**config.mk**
```make
export PLATFORM = sky130hd
export DESIGN_NAME = ips_back_flat
export DESIGN_NICKNAME = d
export VERILOG_FILES = /design/src/rtl/core/assert_macros.svh /design/src/rtl/core/ips_pkg.sv /design/src/rtl/core/ips_chan_if.sv /design/src/rtl/core/ips_back.sv /design/src/flat_wrapper.sv
export SDC_FILE = /design/constraint.sdc
export NUM_CORES = 1
export LEC_CHECK = 0
export BUFFER_PORTS_ARGS = -buffer_cell sky130_fd_sc_hd__buf_2
export CORE_MARGIN = 2
export CORE_UTILIZATION = 29
export CTS_CLUSTER_DIAMETER = 50
export DETAILED_ROUTE_END_ITERATION = 10
export PLACE_DENSITY = 0.85
export RECOVER_POWER = 25
export REMOVE_ABC_BUFFERS = 1
export SYNTH_ARGS = -nofsm -noshare
export SYNTH_HDL_FRONTEND = slang
export SYNTH_SLANG_ARGS = --single-unit
export TNS_END_PERCENT = 5
```
**constraint.sdc**
```tcl
create_clock -name clock -period 2.9 [get_ports clock]
set_input_delay 0 -clock clock [delete_from_list [all_inputs] [get_ports clock]]
set_output_delay 0 -clock clock [all_outputs]
set_load 0.01 [all_outputs]
```
**src/rtl/core/assert_macros.svh**
```systemverilog
// Assertion macros for the supervisor RTL.
`ifndef ASSERT_MACROS_SVH
`define ASSERT_MACROS_SVH

`ifndef ASSERT_OFF
// Implication or plain property checked on every rising clock edge outside reset.
`define ASSERT_CLK(lbl, clk, rst, prop, msg) \
   lbl: assert property (@(posedge clk) disable iff (rst) (prop)) else $error(msg);
// Condition that must never be seen outside reset.
`define ASSERT_NEVER(lbl, clk, rst, cond, msg) \
   lbl: assert property (@(posedge clk) disable iff (rst) !(cond)) else $error(msg);
`else
`define ASSERT_CLK(lbl, clk, rst, prop, msg)
`define ASSERT_NEVER(lbl, clk, rst, cond, msg)
`endif

`endif

```
**src/rtl/core/ips_pkg.sv**
```systemverilog
// Shared types and constants of the inverter power stage supervisor.
`default_nettype none
package ips_pkg;

   localparam int DUTY_BITS        = 16;
   localparam int COMPARE_BITS_DEF = 16;
   localparam int CSR_IDX_BITS     = 2;
   localparam int QUEUE_DEPTH      = 2;

   localparam logic [CSR_IDX_BITS-1:0] CSR_PWM_PERIOD   = 2'd0;
   localparam logic [CSR_IDX_BITS-1:0] CSR_START_DUTY_U = 2'd1;
   localparam logic [CSR_IDX_BITS-1:0] CSR_START_DUTY_V = 2'd2;
   localparam logic [CSR_IDX_BITS-1:0] CSR_START_DUTY_W = 2'd3;

   localparam logic [DUTY_BITS-1:0] PERIOD_RST  = 16'd8399;
   localparam logic [DUTY_BITS-1:0] START_U_RST = 16'd2100;
   localparam logic [DUTY_BITS-1:0] START_V_RST = 16'd4200;
   localparam logic [DUTY_BITS-1:0] START_W_RST = 16'd6300;

   localparam logic [2:0] F_TIMER   = 3'b001;
   localparam logic [2:0] F_STARTUP = 3'b010;
   localparam logic [2:0] F_BREAK   = 3'b100;

   typedef enum logic [2:0] {
      CMD_INIT        = 3'd0,
      CMD_READY       = 3'd1,
      CMD_START       = 3'd2,
      CMD_STOP        = 3'd3,
      CMD_SET_DUTY    = 3'd4,
      CMD_CLEAR_FAULT = 3'd5,
      CMD_BREAK       = 3'd6,
      CMD_READY_START = 3'd7
   } cmd_type;

   typedef enum logic [2:0] {
      ST_OK        = 3'd0,
      ST_ERROR     = 3'd1,
      ST_FAULT     = 3'd2,
      ST_BAD_STATE = 3'd3,
      ST_BAD_DUTY  = 3'd4
   } status_type;

   typedef enum logic [2:0] {
      M_SAFE_OFF = 3'd0,
      M_READY    = 3'd1,
      M_STARTING = 3'd2,
      M_RUNNING  = 3'd3,
      M_STOPPING = 3'd4,
      M_FAULT    = 3'd5
   } mode_type;

   typedef struct packed {
      logic [2:0]           command;
      logic [DUTY_BITS-1:0] duty_u;
      logic [DUTY_BITS-1:0] duty_v;
      logic [DUTY_BITS-1:0] duty_w;
      logic                 timer_fail;
      logic                 break_active;
   } req_type;

   typedef struct packed {
      logic [2:0]           status;
      logic [2:0]           mode;
      logic [2:0]           fault_bits;
      logic                 gate_on;
      logic                 pwm_on;
      logic [DUTY_BITS-1:0] compare_u_out;
      logic [DUTY_BITS-1:0] compare_v_out;
      logic [DUTY_BITS-1:0] compare_w_out;
   } rsp_type;

   // Classified command as it waits between front and back.
   typedef struct packed {
      cmd_type              cmd;
      logic [DUTY_BITS-1:0] duty_u;
      logic [DUTY_BITS-1:0] duty_v;
      logic [DUTY_BITS-1:0] duty_w;
      logic                 duty_ok;
      logic                 timer_fail;
      logic                 break_active;
   } op_type;

   typedef struct packed {
      logic [DUTY_BITS-1:0] pwm_period;
      logic [DUTY_BITS-1:0] start_duty_u;
      logic [DUTY_BITS-1:0] start_duty_v;
      logic [DUTY_BITS-1:0] start_duty_w;
   } cfg_type;

   typedef struct packed {
      logic push;
      logic full;
   } qwr_type;

   typedef struct packed {
      logic pop;
      logic valid;
   } qrd_type;

endpackage
`default_nettype wire

```
**src/rtl/core/ips_chan_if.sv**
```systemverilog
// Valid/ready channel carrying one payload item.
`default_nettype none
interface ips_chan_if #(parameter type payload_type = logic) ();
   logic        valid;
   logic        ready;
   payload_type data;

   modport source (output valid, output data, input ready);
   modport sink   (input valid, input data, output ready);
endinterface
`default_nettype wire

```
**src/rtl/core/ips_back.sv**
```systemverilog
// Back end: supervisor state update and registered result output.
`default_nettype none
module ips_back #(
   parameter int COMPARE_BITS = ips_pkg::COMPARE_BITS_DEF
) (
   input  logic            clock,
   input  logic            reset,
   input  ips_pkg::cfg_type cfg,
   input  ips_pkg::qrd_type qrd,
   input  ips_pkg::op_type  op,
   output logic            pop,
   ips_chan_if.source      rsp_ch
);
   import ips_pkg::*;

   localparam int CMP_WIDE = (COMPARE_BITS > DUTY_BITS) ? COMPARE_BITS : DUTY_BITS;

   mode_type                mode_ff, mode_in;
   logic [2:0]              fault_ff, fault_in;
   logic                    gate_ff, gate_in;
   logic                    pwm_ff, pwm_in;
   logic [COMPARE_BITS-1:0] cmp_u_ff, cmp_u_in;
   logic [COMPARE_BITS-1:0] cmp_v_ff, cmp_v_in;
   logic [COMPARE_BITS-1:0] cmp_w_ff, cmp_w_in;
   status_type              status;
   logic                    go_start;
   logic                    rsp_valid_ff, rsp_valid_in;
   rsp_type                 rsp_ff, rsp_in;

   function automatic logic [COMPARE_BITS-1:0] to_cmp(input logic [DUTY_BITS-1:0] v);
      logic [CMP_WIDE-1:0] w;
      w = CMP_WIDE'(v);
      return w[COMPARE_BITS-1:0];
   endfunction

   function automatic logic [DUTY_BITS-1:0] to_out(input logic [COMPARE_BITS-1:0] v);
      logic [CMP_WIDE-1:0] w;
      w = CMP_WIDE'(v);
      return w[DUTY_BITS-1:0];
   endfunction

   assign pop = qrd.valid && (!rsp_valid_ff || rsp_ch.ready);

   always_comb begin
      mode_in  = mode_ff;
      fault_in = fault_ff;
      gate_in  = gate_ff;
      pwm_in   = pwm_ff;
      cmp_u_in = cmp_u_ff;
      cmp_v_in = cmp_v_ff;
      cmp_w_in = cmp_w_ff;
      status   = ST_OK;
      // ready-then-start goes straight through ready when coming from safe off
      go_start = (op.cmd == CMD_START) ? (mode_ff == M_READY) : (mode_ff == M_SAFE_OFF);
      case (op.cmd)
         CMD_INIT: begin
            mode_in  = M_SAFE_OFF;
            fault_in = '0;
            gate_in  = 1'b0;
            pwm_in   = 1'b0;
            if (op.timer_fail) begin
               fault_in = F_TIMER;
               mode_in  = M_FAULT;
               status   = ST_ERROR;
            end
         end
         CMD_READY: begin
            if (fault_ff != '0) begin
               status = ST_FAULT;
            end else if (mode_ff == M_SAFE_OFF) begin
               mode_in = M_READY;
            end else begin
               status = ST_BAD_STATE;
            end
         end
         CMD_START, CMD_READY_START: begin
            if (fault_ff != '0) begin
               status = ST_FAULT;
            end else if (go_start) begin
               cmp_u_in = to_cmp(cfg.start_duty_u);
               cmp_v_in = to_cmp(cfg.start_duty_v);
               cmp_w_in = to_cmp(cfg.start_duty_w);
               if (op.timer_fail) begin
                  gate_in  = 1'b0;
                  pwm_in   = 1'b0;
                  fault_in = fault_ff | F_TIMER | F_STARTUP;
                  mode_in  = M_FAULT;
                  status   = ST_ERROR;
               end else begin
                  gate_in = 1'b1;
                  pwm_in  = 1'b1;
                  mode_in = M_RUNNING;
               end
            end else begin
               status = ST_BAD_STATE;
            end
         end
         CMD_STOP: begin
            gate_in = 1'b0;
            pwm_in  = 1'b0;
            if (op.timer_fail) begin
               fault_in = fault_ff | F_TIMER;
               mode_in  = M_FAULT;
               status   = ST_ERROR;
            end else if (mode_ff == M_FAULT) begin
               status = ST_FAULT;
            end else if (mode_ff inside {[M_SAFE_OFF:M_STOPPING]}) begin
               mode_in = M_SAFE_OFF;
            end else begin
               status = ST_BAD_STATE;
            end
         end
         CMD_SET_DUTY: begin
            if (mode_ff != M_RUNNING) begin
               status = ST_BAD_STATE;
            end else if (!op.duty_ok) begin
               status = ST_BAD_DUTY;
            end else begin
               cmp_u_in = to_cmp(op.duty_u);
               cmp_v_in = to_cmp(op.duty_v);
               cmp_w_in = to_cmp(op.duty_w);
            end
         end
         CMD_CLEAR_FAULT: begin
            if (mode_ff != M_FAULT) begin
               status = ST_BAD_STATE;
            end else if (op.break_active) begin
               status = ST_FAULT;
            end else begin
               gate_in = 1'b0;
               pwm_in  = 1'b0;
               if (op.timer_fail) begin
                  fault_in = fault_ff | F_TIMER;
                  status   = ST_ERROR;
               end else begin
                  fault_in = '0;
                  mode_in  = M_SAFE_OFF;
               end
            end
         end
         CMD_BREAK: begin
            fault_in = fault_ff | F_BREAK;
            mode_in  = M_FAULT;
            gate_in  = 1'b0;
            pwm_in   = 1'b0;
         end
         default: begin
            status = ST_BAD_STATE;
         end
      endcase

      rsp_in.status        = status;
      rsp_in.mode          = mode_in;
      rsp_in.fault_bits    = fault_in;
      rsp_in.gate_on       = gate_in;
      rsp_in.pwm_on        = pwm_in;
      rsp_in.compare_u_out = to_out(cmp_u_in);
      rsp_in.compare_v_out = to_out(cmp_v_in);
      rsp_in.compare_w_out = to_out(cmp_w_in);

      rsp_valid_in = rsp_valid_ff;
      if (pop) begin
         rsp_valid_in = 1'b1;
      end else if (rsp_ch.ready) begin
         rsp_valid_in = 1'b0;
      end
   end

   always_ff @(posedge clock) begin
      if (reset) begin
         mode_ff      <= M_SAFE_OFF;
         fault_ff     <= '0;
         gate_ff      <= 1'b0;
         pwm_ff       <= 1'b0;
         cmp_u_ff     <= '0;
         cmp_v_ff     <= '0;
         cmp_w_ff     <= '0;
         rsp_valid_ff <= 1'b0;
      end else begin
         rsp_valid_ff <= rsp_valid_in;
         if (qrd.pop) begin
            mode_ff  <= mode_in;
            fault_ff <= fault_in;
            gate_ff  <= gate_in;
            pwm_ff   <= pwm_in;
            cmp_u_ff <= cmp_u_in;
            cmp_v_ff <= cmp_v_in;
            cmp_w_ff <= cmp_w_in;
         end
      end
   end

   always_ff @(posedge clock) begin
      if (qrd.pop) begin
         rsp_ff <= rsp_in;
      end
   end

   assign rsp_ch.valid = rsp_valid_ff;
   assign rsp_ch.data  = rsp_ff;
endmodule
`default_nettype wire

```
**src/flat_wrapper.sv**
```systemverilog
// flat-port wrapper written by rule: the top's interface ports become plain ports
module ips_back_flat import ips_pkg::*;
#(
   parameter int COMPARE_BITS = ips_pkg::COMPARE_BITS_DEF
)
  (clock, reset, cfg, qrd, op, pop, rsp_ch_valid, rsp_ch_data, rsp_ch_ready);
  ips_chan_if rsp_ch_i ();
  input  logic clock;
  input  logic reset;
  input  ips_pkg::cfg_type cfg;
  input  ips_pkg::qrd_type qrd;
  input  ips_pkg::op_type op;
  output logic pop;
  output wire logic [$bits(rsp_ch_i.valid)-1:0] rsp_ch_valid;
  output wire logic [$bits(rsp_ch_i.data)-1:0] rsp_ch_data;
  input wire logic [$bits(rsp_ch_i.ready)-1:0] rsp_ch_ready;
  assign rsp_ch_valid = rsp_ch_i.valid;
  assign rsp_ch_data = rsp_ch_i.data;
  assign rsp_ch_i.ready = rsp_ch_ready;
  ips_back #(.COMPARE_BITS(COMPARE_BITS)) u_core (.clock(clock), .reset(reset), .cfg(cfg), .qrd(qrd), .op(op), .pop(pop), .rsp_ch(rsp_ch_i));
endmodule
```
**After elaboration in Yosys (flattened, before gate mapping)**

Index checks and enable logic that the tools add are counted.

- Magnitude comparators: 2
- Equal/unequal tests: 22
- Muxes and demuxes: 30
- Bitwise operators: 3
- Reductions and logical operators: 17

Operators with widths:

| kind | number |
|---|---|
| 16-bit two-way mux | 4 |
| 3-bit two-way mux | 17 |
| 16-bit one-hot mux with 2 select lines | 1 |
| 3-bit one-hot mux with 6 select lines | 1 |
| 3-bit == test, second input constant | 5 |
| 3-bit one-hot mux with 5 select lines | 1 |
| 2-bit != test, second input constant | 7 |
| 11-bit AND reduction | 1 |
| 10-bit AND reduction | 1 |
| 9-bit AND reduction | 1 |
| 3-bit nonzero test | 3 |
| 7-bit AND reduction | 1 |
| 3-bit by 1-bit == test with 1-bit output, second input constant | 2 |
| 3-bit by 2-bit == test with 1-bit output, second input constant | 2 |
| 3-bit zero test | 2 |
| 3-bit by 2-bit != test with 1-bit output, second input constant | 2 |
| 3-bit != test, second input constant | 2 |
| 6-bit nonzero test | 1 |
| 1-bit two-way mux | 5 |
| 2-bit by 1-bit != test with 1-bit output, second input constant | 2 |
| 4-bit nonzero test | 1 |
| 3-bit by 1-bit >= comparator with 1-bit output, second input constant | 1 |
| 3-bit less-or-equal comparator, second input constant | 1 |
| 1-bit NOT | 3 |
| 6 further kinds | 7 |

- Flip-flop bits (word level): 24
- Output and inout port bits: 3
- Word-level logic and storage cells: 81

**Logic depth before layout (Yosys ltp)**

- Word-level depth: 6
- Mapped depth: 6
- Mapped depth without buffers: 5

**Worst setup path after synthesis**

Ideal clock, no wire load.

- Path type: register to register
- From: register u_core.mode_ff[2]
- To: register u_core.fault_ff[0]
- Library setup time: 0.070 ns
- Arrival: 1.599 ns
- Required time: 2.830 ns
- Slack: 1.231 ns
- Stages on the path, launching flop included: 6
- Period minus slack after synthesis: 1.669 ns
- Cells stage by stage: dfxtp_1 or4_4 nor2_8 a31oi_2 or3_1 a21oi_1

- Longest elaborated chain between the ends: 4
- Elaborated cells between the ends (all ways): 7
- Those cells by class: eq/ne: 4; mux: 1; reduce/logical: 2

RTL lines:

| item | RTL line | RTL |
|---|---|---|
| start: declaration | ips_back.sv:18 | `mode_type mode_ff, mode_in;` |
| start signal: assignment | ips_back.sv:182 | `mode_ff <= mode_in;` |
| 3-bit by 1-bit == test with 1-bit output / 3-bit zero test (equally long branches) | ips_back.sv:54 | `go_start = (op.cmd == CMD_START) ? (mode_ff == M_READY) : (mode_ff == M_SAFE_OFF);` |
| 1-bit two-way mux | ips_back.sv:54 |  |
| 2-bit by 1-bit != test with 1-bit output (no line) | -- |  |
| 9-bit AND reduction (no line) * | -- |  |
| end signal: assignment | ips_back.sv:183 | `fault_ff <= fault_in;` |
| end: declaration | ips_back.sv:19 | `logic [2:0] fault_ff, fault_in;` |

Mark *: on every way between the ends. The rest lies on a longest branch, timed or not.
A chain may end at the register's enable or synchronous reset.

**Worst setup path in the final report**

Ends and elaborated chain as after synthesis.

==> flow_metrics.tcl <==
set metrics [dict create \
    status "finished clean" \
    p_comb_frac 0.280 \
    wire_per_inst_um 13.3 \
    seq_area_sq_um 190 \
    hpwl_mm 1.31 \
    hold_slack_ps 33.7 \
    clk_pin_slew_ps 60 \
    ys_types 41 \
    first_iter_violations 24 \
    rows 17 \
    die_y_um 53.6 \
    synthMuxAreaShare 0.0281 \
    synth_area_sq_um 713 \
    grt.overflow.total 0 \
    synth-edff-count 1 \
    end_kind "flip-flop" \
    place_congestion 0.818 \
    p_clk_frac 0.294 \
    cts_buffers 3 \
    die_x_um 53.6 \
    clk-insertion-delay-late_ps 270 \
    tns_ps 0 \
    start_util 0.313 \
    cap_violations 0 \
    grt_pass1_wl_mm 2.82 \
    p_leak_nw 0.335 \
    p_per_area_mw_per_mm2 412 \
    drc 0 \
    htree_levels 1 \
    slew_viol_final 0 \
    grt_max_degree 19 \
    p_sw_frac 0.332 \
    cp.required_ps 3090 \
    crit_type "reg2reg" \
    skew_ps 8.19 \
    synth_largest_area_cell "dfxtp_1" \
    grt_pass1_vias 655 \
    worstSetupStartpointType "flip-flop" \
    slew_headroom 0.701 \
    synth_top_area_share 0.225 \
    hold_viol 0 \
    diodes 0 \
    totalWireLength_mm 1.75 \
    cts_root_buf "clkbuf_4" \
    io_buffers 15 \
    multi_input_comb_area_sq_um 475 \
    synth_commonest_cells "dfxtp_1 (8), o21ai_0 (7), nor2_1 (6), nor3_1 (6)" \
    cts.sinks 9 \
    viasPerCell 5.67 \
    cp_max_fo 7 \
    synth_most_common_cell "dfxtp_1" \
    peakVddDrop_uv 172 \
    ys_seq_area_frac 0.267 \
    final_nets 228 \
    first_pass_iters 4 \
    p_sw_w 0.000113 \
    worstPathArrival_ps 2010 \
    synth_ff_type "dfxtp_1" \
    synth_xor_area_frac 0.0246 \
    core_sq_mm 0.00228 \
    synth-simple-area-share 0.282 \
    hold_path.class "in2reg" \
    vias 748 \
    syn_inst 91 \
    max_freq_mhz 551 \
    rsz0062_at_grt "no" \
    die-area_sq_mm 0.00287 \
    ys_ff_latch 9 \
    setup_viol 0 \
    ant_nets 0 \
    p_int_w 0.000228 \
    antenna_found_initial 0 \
    period_needed_ps 1820 \
    yosysWarnings 0 \
    synth_compound_area_frac 0.332 \
    cts_resized 0 \
    synth_top_family_by_area "compound AO/OA/AOI/OAI gates" \
    synth_area_per_cell_sq_um 7.84 \
    p_seq_frac 0.427 \
    finalCritPeriodShare 0.626 \
    cts_tree "yes" \
    gr-usage-all-layers 0.133 \
    synthToLayoutAreaGrowth_pct 16.3 \
    fill_cells 231 \
    synthTopCellsByArea "dfxtp_1 (22%), o21ai_0 (4.9%), nor2b_1 (4.4%), a311o_1 (4.2%), nor3_1 (4.2%)" \
    synth-adder-area-share 0 \
    async_flop_share 0 \
    io_pins 126 \
    drive_gt1_frac 0.212 \
    worst_pin_slew_ps 444 \
    clock_path_buffers 2 \
]
## repair_timing
action	in CTS	in global routing
endpoints found under the hold margin	1	0
hold buffers	1	0
setup buffers	0	0
## cells in the final DEF (no fill, tap or decap), types with 2 or more instances in the layout
cell	Yosys	routed
buf_2	1	13
dfxtp_1	8	8
o21ai_0	7	7
nor2_1	6	6
nor3_1	6	6
nor2b_1	5	5
nand2_1	5	5
inv_1	5	5
a21oi_1	5	5
a311o_1	3	3
clkbuf_4	0	3
mux2i_1	2	2
a21o_1	2	2
xnor2_1	2	2
a21boi_0	2	2
a31oi_1	2	2
clkbuf_1	5	2
## cell families after synthesis
| kind of cell | Yosys count |
|---|---|
| DFF | 9 |
| AOI/OAI and AO/OA | 33 |
| xor gates and xnor gates | 2 |
| buffers and inverters | 12 |
| muxes | 2 |
| and+or+nand+nor | 33 |
## layer usage
layer / track usage / vias to the layer above / share of wire
met5: 0 / - / 0
met4: 0.0385 / 0 / 0.013
met3: 0.0167 / 6 / 0.060
met2: 0.253 / 31 / 0.50
met1: 0.152 / 348 / 0.42
li1: - / 363 / -
## state kept, by name, indices dropped and copies added, names as in the netlist
register and count:
u_core.rsp_ch.valid 1, u_core.mode_ff 3, u_core.cmp_w_ff 1, u_core.rsp_ch.data 1
u_core.fault_ff 3
## power by group through the flow
stage          combinational [W]  clock (W)  sequential, W
6_report               0.0000956   0.000100       0.000146
5_1_grt                 0.000106   0.000110       0.000147
4_1_cts                0.0000952   0.000103       0.000145
3_5_place_dp           0.0000936          0       0.000148
3_3_place_gp           0.0000904          0       0.000147
2_1_floorplan          0.0000626          0       0.000146
## worst max-delay path: stages (launching register included)
cell and delay, ps:
dfxtp_1 370, or4_4 590, nor2_8 150, a31oi_2 120, or3_1 380, a21oi_1 130
## through the flow
stage	total power (W)	instances	utilization	instance area [sq um]	setup slack, ps
finish	0.000342	132	0.364	830	1080
CTS	0.000344	132	0.366	832	1090
floorplan	0.000209	84	-	684	1230
global placement	0.000238	127	0.349	795	1140
detailed placement	0.000242	127	0.349	795	1100
global route	0.000364	132	0.364	830	1020
## final cells by class
cell class / instances / share of cell area
well taps: 28 / 0.0422
flip-flops and latches: 9 / 0.229
inverters: 5 / 0.0226
clock buffers: 3 / 0.0271
multi-input cells: 70 / 0.573
repair buffers: 16 / 0.0995
clock inverters: 1 / 0.00603
## path summary, 6_finish.rpt
| check | start | to | slack, ps | cells after the start |
|---|---|---|---|---|
| worst max-delay path | u_core.mode_ff[2] | u_core.fault_ff[0] | 1080 | 5 |
| worst min-delay path | reset | u_core.fault_ff[0] | 30 | 2 |
| worst max register to register | u_core.mode_ff[2] | u_core.fault_ff[0] | 1080 | 5 |
| worst min register to register | u_core.fault_ff[1] | u_core.fault_ff[1] | 470 | 2 |
(Power assumes the default switching activity.)
