### src/rtl/core/assert_macros.svh
// Assertion macros for the supervisor RTL.
`ifndef ASSERT_MACROS_SVH
`define ASSERT_MACROS_SVH

`ifndef ASSERT_OFF
// Implication or plain property checked on every rising clock edge outside reset.
`define ASSERT_CLK(lbl, clk, rst, prop, msg) \
   lbl: assert property (@(posedge clk) disable iff (rst) (prop)) else $error(msg);
// Condition that must never be seen outside reset.
`define ASSERT_NEVER(lbl, clk, rst, cond, msg) \
   lbl: assert property (@(posedge clk) disable iff (rst) !(cond)) else $error(msg);
`else
`define ASSERT_CLK(lbl, clk, rst, prop, msg)
`define ASSERT_NEVER(lbl, clk, rst, cond, msg)
`endif

`endif

### src/rtl/core/ips_pkg.sv
// Shared types and constants of the inverter power stage supervisor.
`default_nettype none
package ips_pkg;

   localparam int DUTY_BITS        = 16;
   localparam int COMPARE_BITS_DEF = 16;
   localparam int CSR_IDX_BITS     = 2;
   localparam int QUEUE_DEPTH      = 2;

   localparam logic [CSR_IDX_BITS-1:0] CSR_PWM_PERIOD   = 2'd0;
   localparam logic [CSR_IDX_BITS-1:0] CSR_START_DUTY_U = 2'd1;
   localparam logic [CSR_IDX_BITS-1:0] CSR_START_DUTY_V = 2'd2;
   localparam logic [CSR_IDX_BITS-1:0] CSR_START_DUTY_W = 2'd3;

   localparam logic [DUTY_BITS-1:0] PERIOD_RST  = 16'd8399;
   localparam logic [DUTY_BITS-1:0] START_U_RST = 16'd2100;
   localparam logic [DUTY_BITS-1:0] START_V_RST = 16'd4200;
   localparam logic [DUTY_BITS-1:0] START_W_RST = 16'd6300;

   localparam logic [2:0] F_TIMER   = 3'b001;
   localparam logic [2:0] F_STARTUP = 3'b010;
   localparam logic [2:0] F_BREAK   = 3'b100;

   typedef enum logic [2:0] {
      CMD_INIT        = 3'd0,
      CMD_READY       = 3'd1,
      CMD_START       = 3'd2,
      CMD_STOP        = 3'd3,
      CMD_SET_DUTY    = 3'd4,
      CMD_CLEAR_FAULT = 3'd5,
      CMD_BREAK       = 3'd6,
      CMD_READY_START = 3'd7
   } cmd_type;

   typedef enum logic [2:0] {
      ST_OK        = 3'd0,
      ST_ERROR     = 3'd1,
      ST_FAULT     = 3'd2,
      ST_BAD_STATE = 3'd3,
      ST_BAD_DUTY  = 3'd4
   } status_type;

   typedef enum logic [2:0] {
      M_SAFE_OFF = 3'd0,
      M_READY    = 3'd1,
      M_STARTING = 3'd2,
      M_RUNNING  = 3'd3,
      M_STOPPING = 3'd4,
      M_FAULT    = 3'd5
   } mode_type;

   typedef struct packed {
      logic [2:0]           command;
      logic [DUTY_BITS-1:0] duty_u;
      logic [DUTY_BITS-1:0] duty_v;
      logic [DUTY_BITS-1:0] duty_w;
      logic                 timer_fail;
      logic                 break_active;
   } req_type;

   typedef struct packed {
      logic [2:0]           status;
      logic [2:0]           mode;
      logic [2:0]           fault_bits;
      logic                 gate_on;
      logic                 pwm_on;
      logic [DUTY_BITS-1:0] compare_u_out;
      logic [DUTY_BITS-1:0] compare_v_out;
      logic [DUTY_BITS-1:0] compare_w_out;
   } rsp_type;

   // Classified command as it waits between front and back.
   typedef struct packed {
      cmd_type              cmd;
      logic [DUTY_BITS-1:0] duty_u;
      logic [DUTY_BITS-1:0] duty_v;
      logic [DUTY_BITS-1:0] duty_w;
      logic                 duty_ok;
      logic                 timer_fail;
      logic                 break_active;
   } op_type;

   typedef struct packed {
      logic [DUTY_BITS-1:0] pwm_period;
      logic [DUTY_BITS-1:0] start_duty_u;
      logic [DUTY_BITS-1:0] start_duty_v;
      logic [DUTY_BITS-1:0] start_duty_w;
   } cfg_type;

   typedef struct packed {
      logic push;
      logic full;
   } qwr_type;

   typedef struct packed {
      logic pop;
      logic valid;
   } qrd_type;

endpackage
`default_nettype wire

### src/rtl/core/ips_queue.sv
// Short FIFO of classified commands between front and back.
`default_nettype none
module ips_queue (
   input  logic            clock,
   input  logic            reset,
   input  ips_pkg::qwr_type qwr,
   input  ips_pkg::op_type  wr_op,
   output logic            full,
   input  logic            pop,
   output ips_pkg::qrd_type qrd,
   output ips_pkg::op_type  rd_op
);
   import ips_pkg::*;

   localparam int PTR_BITS = (QUEUE_DEPTH > 1) ? $clog2(QUEUE_DEPTH) : 1;
   localparam int CNT_BITS = $clog2(QUEUE_DEPTH + 1);
   localparam logic [PTR_BITS-1:0] PTR_LAST = PTR_BITS'(QUEUE_DEPTH - 1);

   op_type              mem_ff [QUEUE_DEPTH];
   logic [PTR_BITS-1:0] wr_ptr_ff, wr_ptr_in;
   logic [PTR_BITS-1:0] rd_ptr_ff, rd_ptr_in;
   logic [CNT_BITS-1:0] count_ff, count_in;
   logic                do_push, do_pop;

   assign full      = (count_ff == CNT_BITS'(QUEUE_DEPTH));
   assign qrd.valid = (count_ff != '0);
   assign qrd.pop   = do_pop;
   assign rd_op     = mem_ff[rd_ptr_ff];
   assign do_push   = qwr.push && !qwr.full;
   assign do_pop    = pop && qrd.valid;

   always_comb begin
      wr_ptr_in = wr_ptr_ff;
      rd_ptr_in = rd_ptr_ff;
      count_in  = count_ff;
      if (do_push) begin
         wr_ptr_in = (wr_ptr_ff == PTR_LAST) ? '0 : wr_ptr_ff + 1'b1;
      end
      if (do_pop) begin
         rd_ptr_in = (rd_ptr_ff == PTR_LAST) ? '0 : rd_ptr_ff + 1'b1;
      end
      if (do_push && !do_pop) begin
         count_in = count_ff + 1'b1;
      end else if (do_pop && !do_push) begin
         count_in = count_ff - 1'b1;
      end
   end

   always_ff @(posedge clock) begin
      if (reset) begin
         wr_ptr_ff <= '0;
         rd_ptr_ff <= '0;
         count_ff  <= '0;
      end else begin
         wr_ptr_ff <= wr_ptr_in;
         rd_ptr_ff <= rd_ptr_in;
         count_ff  <= count_in;
      end
   end

   always_ff @(posedge clock) begin
      if (do_push) begin
         mem_ff[wr_ptr_ff] <= wr_op;
      end
   end
endmodule
`default_nettype wire

### config.mk
export PLATFORM = sky130hd
export DESIGN_NAME = ips_queue
export DESIGN_NICKNAME = d
export VERILOG_FILES = /design/src/rtl/core/assert_macros.svh /design/src/rtl/core/ips_pkg.sv /design/src/rtl/core/ips_queue.sv
export SDC_FILE = /design/constraint.sdc
export NUM_CORES = 1
export LEC_CHECK = 0
export BUFFER_PORTS_ARGS = -buffer_cell sky130_fd_sc_hd__buf_2
export CAP_MARGIN = 30
export CORE_MARGIN = 5
export CORE_UTILIZATION = 40
export CTS_BUF_LIST = sky130_fd_sc_hd__clkbuf_8
export DETAILED_ROUTE_END_ITERATION = 10
export GPL_ROUTABILITY_DRIVEN = 0
export PLACE_DENSITY = 0.66
export SLEW_MARGIN = 40
export SYNTH_ARGS = -nofsm -noshare
export SYNTH_HDL_FRONTEND = slang
export SYNTH_SLANG_ARGS = --single-unit
### constraint.sdc
create_clock -name clock -period 6.2 [get_ports clock]
set_clock_uncertainty 0.15 [all_clocks]
set_input_delay 1.24 -clock clock [delete_from_list [all_inputs] [get_ports clock]]
set_output_delay 1.24 -clock clock [all_outputs]
set_load 0.01 [all_outputs]
==> Word level (Yosys, flattened, before mapping) <==
Memory sizes are Yosys's and may differ from the RTL's. A register that Yosys moved wholly into a read port is not among the register bits.
Cells that the tools add are included.
{ "op_classes": {"magnitude_cmp": 0, "shift": 0, "n_addsub": 4, "reduce_logical": 9, "muxes": 8, "eq_ne": 1, "n_mul": 0, "bitwise": 0, "div": 0} }
{ "ops": {"columns": ["cell", "count"], "rows": [
  ["$mux 1", 6],
  ["$logic_and 1x1->1", 4],
  ["$mux 2", 2],
  ["$reduce_bool 2->1", 2],
  ["$logic_not 1->1", 3],
  ["$add 1x1->1 const B", 2],
  ["$add 2x1->2 const B", 1],
  ["$eq 2x2->1 const B", 1],
  ["$sub 2x1->2 const B", 1]
]} }
{ "word_totals": {"mem_bits_rw": 108, "n_memories": 1, "mem_bits_ro": 0, "out_inout_bits": 57, "latchBits": 0, "input_bits": 59, "register_bits": 4, "word_cells": 26} }
{ "mem_list": {"columns": ["name", "depth", "width", "read_ports", "rd_clocked_by_memory_dff", "write_ports", "line_no", "rtl"], "rows": [
  ["mem_ff", 2, 54, 1, 1, 1, "ips_queue.sv:19", "op_type mem_ff [QUEUE_DEPTH];"]
]} }

==> Logic depth before layout (Yosys ltp) <==
Gate-level depths: netlist of the first run.
{ "depth": {"ltp_word": 6, "ltp_mapped": 5, "ltp_nobuf": 5} }

==> Least setup slack after synthesis of the first run <==
Ideal clock, no wire load.
{ "synth_timing": {"path_kind": "input-to-reg", "startpoint": "input qwr[1] in the netlist's numbering", "endpoint": "memory mem_ff[0][0] in the netlist's numbering (enable)", "setup_ns": 0.472, "cell_stages": 2, "slack_ns": 1.650, "arrival_time_ns": 3.928, "required_ns": 5.578, "n_path_buf": 0, "path_cell_list": "nor2b_1 > nor2b_1"} }
{ "synth_between": {"elab_chain_len": 3} }
{ "synth_rtl": {"columns": ["item", "line_no", "rtl"], "rows": [
  ["from (decl)", "ips_queue.sv:6", "input ips_pkg::qwr_type qwr,"],
  ["$logic_and 1x1->1", "ips_queue.sv:29", "assign do_push = qwr.push && !qwr.full;"],
  ["$mux 1", "ips_queue.sv:62", "if (do_push) begin"],
  ["$mux 1 (not written as such)", "ips_queue.sv:63", "mem_ff[wr_ptr_ff] <= wr_op;"],
  ["to (decl)", "ips_queue.sv:19", null]
]} }
No other way between the ends.

==> impl_metrics.tcl, run 1 <==
set metrics [dict create \
    first_global_vias 2324 \
    cts_root_buffer "clkbuf_8" \
    drcViolationCount 0 \
    worst_hold_path_type "reg2reg" \
    post_cts_resize_count 0 \
    critical_path.startpoint_type "register" \
    syn-num-nets 253 \
    crit_type "reg2out" \
    worstPathBufferInverterCount 2 \
    rr_worst_depth 2 \
    first_pass_iters 4 \
    regToRegEndpoint "mem_ff[0][13]$_DFFE_PP_" \
    drt_iter0_markers 68 \
    global_route.peak_usage_layer "met2" \
    timing.final.max_slew_violations 0 \
    run_status "completed" \
    ir_worst_vdd_mv 0.219 \
    yosysUniqueCellTypes 17 \
    grt_util_all_layers 0.118 \
    cts_setup_buffers 0 \
    global_route.overflow_total 0 \
    area_growth_syn_to_layout_pct 27.5 \
    synth_cells 193 \
    overall_via_count_from_detail_route 2171 \
    synth_top_cell_by_area "edfxtp_1" \
    fp.dieArea_um2 12400 \
    max_freq_ghz 0.306 \
    placement_rows 37 \
    grtUsageMet2 0.199 \
    p_per_area_nw_per_um2 369 \
    post_drt_via_cell_ratio 4.60 \
    grt_met1_usage 0.131 \
    io_port_bufs 115 \
    cts_htree_levels 4 \
    synth_top_cells_by_count "edfxtp_1, mux2_2, buf_4, dfxtp_1, nor2_1" \
    max_slew_margin 0.524 \
    cellLeakagePower_nw 1.96 \
    grtUsageMet3 0.0495 \
    arrival_worst_endpoint_ns 1.88 \
    yosys_warnings 0 \
    largest_net_degree_at_the_start_of_global_routing 55 \
    grt_antenna_before_repair 0 \
    path_clk_slew_ns 0.07 \
    placed_wire_length_estimate_after_detailed_placement_mm 4.61 \
    actual_slew_at_the_worst_max_slew_pin_ns 0.714 \
    antennaDiodeCount 0 \
    finalSetupTns_ns 0 \
    proportion_of_synthesized_chip_area_in_sequential_cells 0.811 \
    post-route-min-period_ns 3.27 \
    fp.dieH_um 111 \
    crit_fanout 54 \
    required_ns 4.81 \
    initial_utilization 0.405 \
    cpMaxStageDelayCell "buf_4" \
    yosys.cell_count.top_type "edfxtp_1" \
    cp_top_family "buffers and inverters" \
    final_worst_setup_slack_ns 2.93 \
    chipWidth_um 111 \
    core-area_um2 10200 \
    final_routed_wire_length_divided_by_cell_count_um 15.2 \
    cts_inserted_buffers 17 \
    postSynth.asyncResetShare 0 \
    routed_wl_mm 7.15 \
    reg2reg_setup_slack_ns 4.44 \
    drive_gt1_frac 0.616 \
    synth_area_per_cell_um2 21.3 \
    dp_cells 440 \
    ys_ff_latch 113 \
    wire_length_of_the_first_global_routing_pass_mm 11.2 \
    critical_path.cell_chain "buf_4, mux2_2, buf_2" \
    max_cap_violations 0 \
    preCtsSetupSlack_ns 3.04 \
    synth_edf_count 108 \
    timing.final.crit_share 0.527 \
    cp.depth 3 \
    worst_setup_path_end_kind "output port" \
    unrepaired_setup_endpoints_after_global_routing "false" \
    crit_end "rd_op[52]" \
    tritoncts_num_sinks 113 \
    synth-main-ff-cell "edfxtp_1" \
    synth_top_cell_area_share 0.787 \
    crit_path_max_incr_delay_ns 0.57 \
    report.final.hold_viol_count 0 \
    hold_buffers 0 \
    critical_path.reg2reg.startpoint "wr_ptr_ff$_SDFFE_PP0P_" \
    syn_area_um2 4120 \
    post_synth_main_area_contributors "edfxtp_1, mux2_2, dfxtp_1" \
    io_pins 116 \
    layoutNonFillerInstCount 472 \
    cts_tree "built" \
    setup_viol 0 \
    clk_latency_ns 0.40 \
    clock_path_buffers 2 \
    nNetsFinal 383 \
    drt.antenna.violating_nets 0 \
]
-- final cells by class --
class                   count  area, µm²
well taps                 136        170
multi-input cells          72        732
flip-flops and latches    113       3340
clock inverters            15        170
clock buffers              17        234
fillers                   875       4930
repair buffers            118        598
inverters                   1       3.75
-- state kept, by name, indices dropped and copies added (netlist names), named ones only --
signal,count
mem_ff,108
wr_ptr_ff,1
rd_ptr_ff,1
count_ff,2
-- tightest hold or removal path, delay by kind of cell, from the launching register on --
kind,cells,cell delay [ns]
DFF,1,0.32
and+or+nand+nor,1,0.08
xor gates and xnor gates,1,0.08
-- layer usage --
layer	up-vias	share of wire
li1	1020	-
met1	1065	0.40
met2	78	0.52
met3	8	0.070
met4	0	0.011
met5	-	0
-- kinds of logic (layout without fill, tap and decap cells) --
logic type | Yosys count | count (layout) | share of synthesized area
flops | 113 | 113 | 0.811
mux | 54 | 54 | 0.148
simple gates | 10 | 10 | 0.0128
buf+inv | 8 | 151 | 0.0131
xor+xnor | 4 | 4 | 0.00850
compound gates | 3 | 3 | 0.00364
fa+ha+maj | 1 | 1 | 0.00304
-- through the flow --
stage                      util  area [µm²]  hold WS, ns  total power (W)
after floorplan               -        4120        0.319          0.00115
after global placement    0.476        4850        0.347          0.00128
after detailed placement  0.476        4850        0.350          0.00128
after CTS                 0.516        5250        0.365          0.00197
after global routing      0.516        5250        0.393          0.00203
final                     0.516        5250        0.361          0.00194
-- where the power goes --
group	switching, W	internal (W)	total (W)
clock	0.000285	0.000394	0.000678
sequential	0.0000137	0.000876	0.000890
combinational	0.000185	0.000182	0.000367
-- cells in the final DEF, fill, tap and decap left out, types with 2 or more instances in the layout --
master | Yosys | layout
buf_2 | 1 | 115
buf_4 | 6 | 3
bufinv_16 | 0 | 3
clkbuf_8 | 0 | 17
clkinv_2 | 0 | 4
clkinv_4 | 0 | 3
clkinvlp_4 | 0 | 4
dfxtp_1 | 5 | 4
edfxtp_1 | 108 | 108
inv_1 | 1 | 2
mux2_2 | 54 | 54
nor2_1 | 4 | 4
nor2b_1 | 3 | 2
xor2_1 | 3 | 3
-- worst min-delay path by stage --
stage / slack (ns) / start / end / depth (start not counted)
after floorplan: 0.32 / count_ff[1]$_SDFFE_PP0P_ / count_ff[1]$_SDFFE_PP0P_ / 2
after global placement: 0.35 / count_ff[1]$_SDFFE_PP0P_ / count_ff[1]$_SDFFE_PP0P_ / 2
after detailed placement: 0.35 / rd_ptr_ff$_SDFFE_PP0P_ / rd_ptr_ff$_SDFFE_PP0P_ / 2
after CTS: 0.37 / rd_ptr_ff$_SDFFE_PP0P_ / rd_ptr_ff$_SDFFE_PP0P_ / 2
after global routing: 0.39 / count_ff[1]$_SDFFE_PP0P_ / count_ff[1]$_SDFFE_PP0P_ / 2
final: 0.36 / rd_ptr_ff$_SDFFE_PP0P_ / rd_ptr_ff$_SDFFE_PP0P_ / 2
(Power assumes the default switching activity.)
==> inputs of run 2 (changes only) <==
--- a/config.mk
+++ b/config.mk
@@ -12,7 +12,7 @@
 export CTS_BUF_LIST = sky130_fd_sc_hd__clkbuf_8
 export DETAILED_ROUTE_END_ITERATION = 10
 export GPL_ROUTABILITY_DRIVEN = 0
-export PLACE_DENSITY = 0.66
+export PLACE_DENSITY = 0.68
 export SLEW_MARGIN = 40
 export SYNTH_ARGS = -nofsm -noshare
 export SYNTH_HDL_FRONTEND = slang
==> constraint.sdc (replaced) <==
create_clock -name clock -period 2.9 [get_ports clock]
set_clock_uncertainty 0.15 [all_clocks]
set_input_delay 0.58 -clock clock [delete_from_list [all_inputs] [get_ports clock]]
set_output_delay 0.58 -clock clock [all_outputs]
set_load 0.01 [all_outputs]
==> run 2 against run 1 <==
  * First-iteration DRC count is 2.9% lower
  * Routed wire length is 3.4% higher
  * Total power is 110% higher
  * Cell count is 0.42% higher
  * Sequential share of layout area is 0.78 points lower
  * Critical path depth stayed put
  * Setup slack worse by 2.4 ns
  * Combinational power is 120% higher
  * Largest cell class unchanged
  * Largest power group unchanged
==> impl_metrics.tcl, run 2 (same netlist as run 1, synthesis figures left out) <==
set metrics [dict create \
    crit_type "reg2out" \
    final_routed_wire_length_divided_by_cell_count_um 15.6 \
    area_growth_syn_to_layout_pct 29.1 \
    post_drt_via_cell_ratio 4.62 \
    layout.cell_area.non_filler_um2 5320 \
    max_cap_violations 0 \
    p_per_area_nw_per_um2 778 \
    clk_latency_ns 0.41 \
    post-route-min-period_ns 2.32 \
    io_pins 116 \
    post_cts_resize_count 0 \
    drive_gt1_frac 0.612 \
    drcViolationCount 0 \
    power.clock.fraction 0.344 \
    post_dp_cell_area_um2 4930 \
    chipWidth_um 111 \
    internal-power_w 0.00311 \
    dp_cells 443 \
    core-area_um2 10200 \
    setup_viol 0 \
    placed_wire_length_estimate_after_detailed_placement_mm 4.77 \
    fp.dieArea_um2 12400 \
    largest_registers "mem_ff x108, count_ff x2" \
    timing.final.max_slew_violations 0 \
    antennaDiodeCount 0 \
    netSwitchingPower_w 0.00103 \
    fp.dieH_um 111 \
    largest_net_degree_at_the_start_of_global_routing 55 \
    power.share.combinational 0.195 \
    path_clk_slew_ns 0.06 \
    largest-register "mem_ff" \
    worst_hold_path_type "in2reg" \
    crit_fanout 54 \
    arrival_worst_endpoint_ns 1.59 \
    layoutNonFillerInstCount 474 \
    global_route.overflow_total 0 \
    drt_iter0_markers 66 \
    initial_utilization 0.405 \
    hold_buffers 0 \
    cts_tree "built" \
    cts_root_buffer "clkbuf_8" \
    drt.antenna.violating_nets 0 \
    grt_util_all_layers 0.125 \
    max_freq_ghz 0.430 \
    worst_setup_path_end_kind "output port" \
    wire_length_of_the_first_global_routing_pass_mm 11.8 \
    first_global_vias 2377 \
    placement_rows 37 \
    required_ns 2.17 \
    cts_inserted_buffers 17 \
    ir_worst_vdd_mv 0.394 \
    seqPwrFrac 0.461 \
    cellLeakagePower_nw 2.00 \
    max_slew_margin 0.655 \
    largest_register_ffs 108 \
    io_port_bufs 115 \
    p_sw_frac 0.248 \
    cts_setup_buffers 0 \
    grt_antenna_before_repair 1 \
    critical_path.startpoint_type "register" \
    overall_via_count_from_detail_route 2191 \
    clock_path_buffers 2 \
    layout_common_cells "buf_2, edfxtp_1, mux2_2" \
    run_status "completed" \
    first_pass_iters 5 \
    fillerInstances 892 \
    tritoncts_num_sinks 113 \
    final_common_cell "buf_2" \
    unrepaired_setup_endpoints_after_global_routing "false" \
    cts_htree_levels 4 \
    nNetsFinal 386 \
    routed_wl_mm 7.40 \
    report.final.hold_viol_count 0 \
    timing.final.crit_share 0.801 \
    finalSetupTns_ns 0 \
    actual_slew_at_the_worst_max_slew_pin_ns 0.516 \
]
run 2: area by class of cell:
type / instances / area [µm²] / share of cell area
multi-input cells: 72 / 732 / 0.138
well taps: 136 / 170 / 0.0320
flip-flops and latches: 113 / 3340 / 0.629
clock inverters: 14 / 150 / 0.0282
clock buffers: 17 / 234 / 0.0440
repair buffers: 121 / 683 / 0.128
inverters: 1 / 3.75 / 0.000706
run 2: through the flow:
step / setup WS [ns] / hold WS [ns] / utilization / power, W
2_1_floorplan: 0.0314 / 0.319 / - / 0.00247
3_3_place_gp: 0.776 / 0.338 / 0.484 / 0.00276
3_5_place_dp: 0.728 / 0.362 / 0.484 / 0.00276
4_1_cts: 0.522 / 0.162 / 0.522 / 0.00421
5_1_grt: 0.488 / 0.153 / 0.522 / 0.00437
6_report: 0.576 / 0.202 / 0.522 / 0.00414
run 2: critical path: stages, from the launching register on:
cell and delay [ns]:
dfxtp_2 0.34, buf_12 0.28, mux2_2 0.39, buf_2 0.14
run 2: power by group through the flow:
stage | clock, W | sequential (W) | combinational, W
2_1_floorplan | 0 | 0.00193 | 0.000537
3_5_place_dp | 0 | 0.00194 | 0.000822
6_report | 0.00142 | 0.00191 | 0.000806
4_1_cts | 0.00147 | 0.00191 | 0.000830
5_1_grt | 0.00158 | 0.00191 | 0.000879
3_3_place_gp | 0 | 0.00194 | 0.000818
run 2: path summary, 6_finish.rpt:
check	cells past startpoint	end	slack [ns]	start
max reg2reg	4	count_ff[1]$_SDFFE_PP0P_	1.20	count_ff[0]$_SDFFE_PP0P_
min	1	mem_ff[0][2]$_DFFE_PP_	0.20	wr_op[2]
max	3	rd_op[45]	0.58	register
min reg2reg	2	rd_ptr_ff$_SDFFE_PP0P_	0.38	rd_ptr_ff$_SDFFE_PP0P_
run 2: routing by layer:
metal / up-vias / share of wire / track usage
li1: 1026 / - / -
met1: 1069 / 0.40 / 0.136
met2: 83 / 0.51 / 0.207
met3: 11 / 0.082 / 0.0636
met4: 2 / 0.011 / 0.0511
met5: - / 0.0015 / 0
